[src/hw/rtl/marching_squares_contour_top_macros.svh]
// assertion macros for the marching squares contour block
// expects clk and arst_n in the scope of each use
`ifndef MARCHING_SQUARES_CONTOUR_TOP_MACROS_SVH
`define MARCHING_SQUARES_CONTOUR_TOP_MACROS_SVH

// same-cycle implication
`define MSC_ASSERT_NOW(lbl, ante, cons) \
	lbl: assert property (@(posedge clk) disable iff (!arst_n) (ante) |-> (cons)) \
		else $error("assertion failed");

// next-cycle implication
`define MSC_ASSERT_NEXT(lbl, ante, cons) \
	lbl: assert property (@(posedge clk) disable iff (!arst_n) (ante) |=> (cons)) \
		else $error("assertion failed");

`endif

[src/hw/rtl/msc_pkg.sv]
// shared types, constants and tables for the marching squares contour block
// no dependencies
`default_nettype none

package msc_pkg;

	localparam int MAX_WIDTH  = 1024;
	localparam int MAX_HEIGHT = 1024;
	localparam int FRAC_BITS  = 8;
	localparam int SAMP_W     = 16;
	localparam int CFG_W      = 11;
	localparam int COL_W      = 10;
	localparam int ROW_W      = 10;
	localparam int COORD_W    = 18;
	localparam int CUT_W      = FRAC_BITS + 1;
	localparam int DEN_W      = SAMP_W + 2;
	localparam int DIV_STEPS  = FRAC_BITS + 1;
	localparam int STEP_W     = 4;

	typedef logic [1:0] edge_id_t;
	localparam edge_id_t EDGE_LEFT   = 2'd0;
	localparam edge_id_t EDGE_TOP    = 2'd1;
	localparam edge_id_t EDGE_RIGHT  = 2'd2;
	localparam edge_id_t EDGE_BOTTOM = 2'd3;

	typedef enum logic [2:0] {
		ST_IDLE,
		ST_EVAL,
		ST_DLOAD,
		ST_DRUN,
		ST_SEG0,
		ST_SEG1
	} msc_state_t;

	typedef struct packed {
		logic take;
		logic eval;
		logic div_load;
		logic div_step;
		logic div_store;
		logic load_seg;
		logic seg_sel;
	} msc_cmd_t;

	typedef struct packed {
		logic has_seg;
		logic two_seg;
		logic div_last;
		logic edge_last;
		logic out_busy;
	} msc_status_t;

	// endpoint edges of up to two segments, first segment in the top bits
	function automatic logic [7:0] seg_ends(input logic [3:0] code);
		logic [7:0] e;
		case (code)
			4'd1:    e = {EDGE_LEFT,   EDGE_TOP,    EDGE_LEFT,   EDGE_LEFT};
			4'd2:    e = {EDGE_TOP,    EDGE_RIGHT,  EDGE_LEFT,   EDGE_LEFT};
			4'd3:    e = {EDGE_LEFT,   EDGE_RIGHT,  EDGE_LEFT,   EDGE_LEFT};
			4'd4:    e = {EDGE_BOTTOM, EDGE_LEFT,   EDGE_LEFT,   EDGE_LEFT};
			4'd5:    e = {EDGE_BOTTOM, EDGE_TOP,    EDGE_LEFT,   EDGE_LEFT};
			4'd6:    e = {EDGE_TOP,    EDGE_LEFT,   EDGE_BOTTOM, EDGE_RIGHT};
			4'd7:    e = {EDGE_BOTTOM, EDGE_RIGHT,  EDGE_LEFT,   EDGE_LEFT};
			4'd8:    e = {EDGE_RIGHT,  EDGE_BOTTOM, EDGE_LEFT,   EDGE_LEFT};
			4'd9:    e = {EDGE_LEFT,   EDGE_TOP,    EDGE_RIGHT,  EDGE_BOTTOM};
			4'd10:   e = {EDGE_TOP,    EDGE_BOTTOM, EDGE_LEFT,   EDGE_LEFT};
			4'd11:   e = {EDGE_LEFT,   EDGE_BOTTOM, EDGE_LEFT,   EDGE_LEFT};
			4'd12:   e = {EDGE_RIGHT,  EDGE_LEFT,   EDGE_LEFT,   EDGE_LEFT};
			4'd13:   e = {EDGE_RIGHT,  EDGE_TOP,    EDGE_LEFT,   EDGE_LEFT};
			4'd14:   e = {EDGE_TOP,    EDGE_LEFT,   EDGE_LEFT,   EDGE_LEFT};
			default: e = '0;
		endcase
		return e;
	endfunction

endpackage

`default_nettype wire

[src/hw/rtl/msc_ctrl.sv]
// controller state machine for the marching squares contour block
// depends on msc_pkg
`default_nettype none

module msc_ctrl (
	input  wire logic                 clk,
	input  wire logic                 arst_n,
	input  wire logic                 in_valid,
	input  wire msc_pkg::msc_status_t status,
	output msc_pkg::msc_cmd_t         cmd,
	output logic                      in_stall
);

	msc_pkg::msc_state_t state_q, state_nx;

	always_ff @(posedge clk or negedge arst_n) begin
		if (!arst_n) begin
			state_q <= msc_pkg::ST_IDLE;
		end else begin
			state_q <= state_nx;
		end
	end

	always_comb begin
		state_nx = state_q;
		case (state_q)
			msc_pkg::ST_IDLE: begin
				if (in_valid) state_nx = msc_pkg::ST_EVAL;
			end
			msc_pkg::ST_EVAL: begin
				state_nx = status.has_seg ? msc_pkg::ST_DLOAD : msc_pkg::ST_IDLE;
			end
			msc_pkg::ST_DLOAD: begin
				state_nx = msc_pkg::ST_DRUN;
			end
			msc_pkg::ST_DRUN: begin
				if (status.div_last)
					state_nx = status.edge_last ? msc_pkg::ST_SEG0 : msc_pkg::ST_DLOAD;
			end
			msc_pkg::ST_SEG0: begin
				if (!status.out_busy)
					state_nx = status.two_seg ? msc_pkg::ST_SEG1 : msc_pkg::ST_IDLE;
			end
			msc_pkg::ST_SEG1: begin
				if (!status.out_busy) state_nx = msc_pkg::ST_IDLE;
			end
			default: state_nx = msc_pkg::ST_IDLE;
		endcase
	end

	always_comb begin
		cmd      = '0;
		in_stall = 1'b1;
		case (state_q)
			msc_pkg::ST_IDLE: begin
				in_stall = 1'b0;
				cmd.take = in_valid;
			end
			msc_pkg::ST_EVAL:  cmd.eval = 1'b1;
			msc_pkg::ST_DLOAD: cmd.div_load = 1'b1;
			msc_pkg::ST_DRUN: begin
				cmd.div_step  = 1'b1;
				cmd.div_store = status.div_last;
			end
			msc_pkg::ST_SEG0: cmd.load_seg = !status.out_busy;
			msc_pkg::ST_SEG1: begin
				cmd.load_seg = !status.out_busy;
				cmd.seg_sel  = 1'b1;
			end
			default: in_stall = 1'b1;
		endcase
	end

endmodule

`default_nettype wire

[config.mk]
export PLATFORM = sky130hd
export DESIGN_NAME = msc_ctrl
export DESIGN_NICKNAME = d
export VERILOG_FILES = /design/src/hw/rtl/marching_squares_contour_top_macros.svh /design/src/hw/rtl/msc_pkg.sv /design/src/hw/rtl/msc_ctrl.sv
export SDC_FILE = /design/constraint.sdc
export NUM_CORES = 1
export LEC_CHECK = 0
export BUFFER_PORTS_ARGS = -buffer_cell sky130_fd_sc_hd__buf_2
export CAP_MARGIN = 20
export CELL_PAD_IN_SITES_DETAIL_PLACEMENT = 1
export CELL_PAD_IN_SITES_GLOBAL_PLACEMENT = 2
export CORE_MARGIN = 1
export CORE_UTILIZATION = 21
export CTS_CLUSTER_DIAMETER = 30
export DETAILED_ROUTE_END_ITERATION = 6
export PLACE_DENSITY_LB_ADDON = 0.1
export SKIP_LAST_GASP = 1
export SYNTH_ARGS = -nofsm -noshare
export SYNTH_HDL_FRONTEND = slang
export SYNTH_SLANG_ARGS = --single-unit
[constraint.sdc]
create_clock -name clk -period 2.3 [get_ports clk]
set_input_delay 0.46 -clock clk [delete_from_list [all_inputs] [get_ports clk]]
set_output_delay 0.46 -clock clk [all_outputs]
set_load 0.02 [all_outputs]
==> impl_results.md <==
* Top Layer Used: met3
* Outcome: complete, no violations
* Area Growth Syn to Fin at 38.7%
* RSZ-0062 raised after global routing: false
* Via count at 301
* Final Slew Violations at 0
* Met3 wire length at between 30 and 40 um
* Vias in the first global route at approximately 300
* Finished Layout Cells at 65
* Clk pin slew, worst setup/hold paths at 40 ps
* First-pass iteration count of the detailed router at 1
* Global-route usage over all layers at 0.132
* Via/cell ratio at around 4.6
* First-pass GRT wire length at 1.27 mm
* Required time of the critical path at 1840 ps
* Seq cells post-synth at 3
* Sum Neg Setup Slack at 0 ps
* Cells after synthesis at 34
* CP startpoint kind: flop
* Max reg flops at 3
* CTS tree: built
* P per Cell Area at 1470 nW/um^2
* Syn Std Cell Area at around 280 sq um
* Core Footprint at 1170 sq um
* Worst path bufs/invs at 1
* Max-cap violations at 0
* Worst path slowest cell: dfrtp_1
* DRT met1 WL at 361 um
* Final RePlAce weighted congestion at 0.674
* Post-route ant nets at 0
* Largest Register: state_q
* Worst path top cell family by delay: simple AND/OR/NAND/NOR gates
* Worst slew pin tran at ~310 ps
* Crit Path Max Fanout at 10
* Die Ht at 38.4 um
* Worst-Skew Late Latency at 240 ps
* IO Port Bufs at 15
* DRT iter0 DRCs at 0
* CP Class: reg -> out
* Max stage delay on crit path at 460 ps
* Leak pwr at 0.190 nW
* WL/cell at 11.6 um
* Final hold viol count at 0
* CTS Buf Count at 3
* Synth Warn # at 0
* Worst path cell trace: or3_4 -> nor2_1 -> buf_2
* Root Buffer: clkbuf_4
* DRT Wirelength at 754 um
* # H-tree levels at 1
* Share of layout cells above drive strength 1 at 0.412
* Syn avg cell area at 8.17 sq um
* Grt total ovfl at 0
* Overall Power at around 0.57 mW
* Max VDD drop at 0.000548 V
* Largest net degree at the start of global routing at 12
* Post-CTS Setup Repair Bufs at 0
* WP data arrival at about 1400 ps
* Placed Cells at 60
* Relative max-transition margin at 0.791
* Die width at 38.4 um
* Largest regs: state_q x3
* DIE AREA at 1470 sq um
* Initial antenna violation count at 0
* # resized after CTS at 0
* Hold Path Class: in -> reg
* Fin nets at 60
* Highest Clock Rate at roughly 540 MHz
* Synth cell types at 24
* Post-synth net total at 42
* Row Count at 12
* Met2 Wirelength at about 350 um
* DRC at 0
* Final setup viols at 0
* Crit share post-route at 0.799
* Skew final at 4.79 ps
* Sink Count at 3
* IO Pins at 16
* Critical path endpoint category: output pin
* CTS Hold Buffers Added at 1
* Initial core utilization at 0.237
* Diode count at 0
* Clk buf depth at 2
* Fin crit period at 1840 ps
* Register area share after synthesis at 0.270
==> worst register-to-register path: cells and delay by family, from the launching register on <==
kind            cells  cell delay [ps]
compound gates      2              330
simple gates        1              430
flops               1              460
==> layer usage <==
layer | global-route usage | vias to the layer above
li1 | - | 154
met1 | 0.157 | 136
met2 | 0.186 | 11
met3 | 0.0349 | 0
met4 | 0.129 | 0
met5 | 0 | -
==> per-stage QoR <==
stage	util	hold WS (ps)	instance area [sq um]	setup WS [ps]
3_5_place_dp	0.298	256	349	715
3_3_place_gp	0.298	253	349	721
4_1_cts	0.329	430	385	450
5_1_grt	0.329	455	385	402
2_1_floorplan	-	164	278	609
6_report	0.329	438	385	463
==> synthesized netlist by cell type (all sizes together) <==
| master | instances | area [sq um] |
|---|---|---|
| a21o | 1 | 7.51 |
| or3b | 1 | 8.76 |
| buf | 3 | 21.3 |
| a311o | 1 | 10.0 |
| a21oi | 1 | 5.00 |
| dfrtp | 3 | 75.1 |
| a22oi | 1 | 12.5 |
| nor2b | 3 | 18.8 |
| inv | 3 | 11.3 |
| nand2 | 2 | 7.51 |
| nor3 | 1 | 5.00 |
| or3 | 1 | 11.3 |
| o32ai | 1 | 8.76 |
| and3b | 1 | 8.76 |
| o21a | 1 | 7.51 |
| a32oi | 1 | 8.76 |
| nor3b | 1 | 7.51 |
| and2 | 2 | 12.5 |
| o21ai | 3 | 15.0 |
| o31ai | 1 | 7.51 |
| nor2 | 2 | 7.51 |
==> kinds of logic (layout without fill, tap and decap cells) <==
family / after synthesis / in the layout / share of synthesized area
AND/OR/NAND/NOR: 14 / 14 / 0.315
buffers and inverters: 6 / 23 / 0.117
flip-flops: 3 / 3 / 0.270
AO/OA/AOI/OAI: 11 / 11 / 0.297
==> power by group <==
group          switching (mW)  internal, mW  leakage (nW)  total, mW
sequential             0.0665        0.0795        0.0378      0.146
combinational           0.183         0.144         0.137      0.328
clock                  0.0290        0.0651        0.0150     0.0941
==> placed cells by master (no fill, tap or decap), types with 2 or more instances in the layout <==
| cell type | n |
|---|---|
| dfrtp_1 | 3 |
| nand2_1 | 2 |
| inv_1 | 2 |
| clkbuf_4 | 3 |
| buf_2 | 15 |
| nor2b_1 | 3 |
| and2_1 | 2 |
| o21ai_0 | 2 |
| nor2_1 | 2 |
==> area by class of cell <==
type | instances | area [sq um]
fillers | 156 | 786
inverters | 3 | 11.3
clock buffers | 4 | 26.3
repair buffers | 16 | 85.1
multi-input cells | 25 | 170
well taps | 14 | 17.5
flip-flops and latches | 3 | 75.1
==> worst paths after layout <==
path / slack [ps] / cells past startpoint / end / from
max in group asynchronous: 1650 / 2 / state_q[0] / arst_n
min reg2reg: 660 / 1 / state_q[0] / state_q[2]
min: 440 / 2 / state_q[1] / status[2]
max reg2reg: 940 / 3 / state_q[1] / state_q[2]
max: 460 / 3 / cmd[6] / state_q[2]
min in group asynchronous: 540 / 2 / state_q[2] / arst_n
Power figures use the tool's default switching activity.
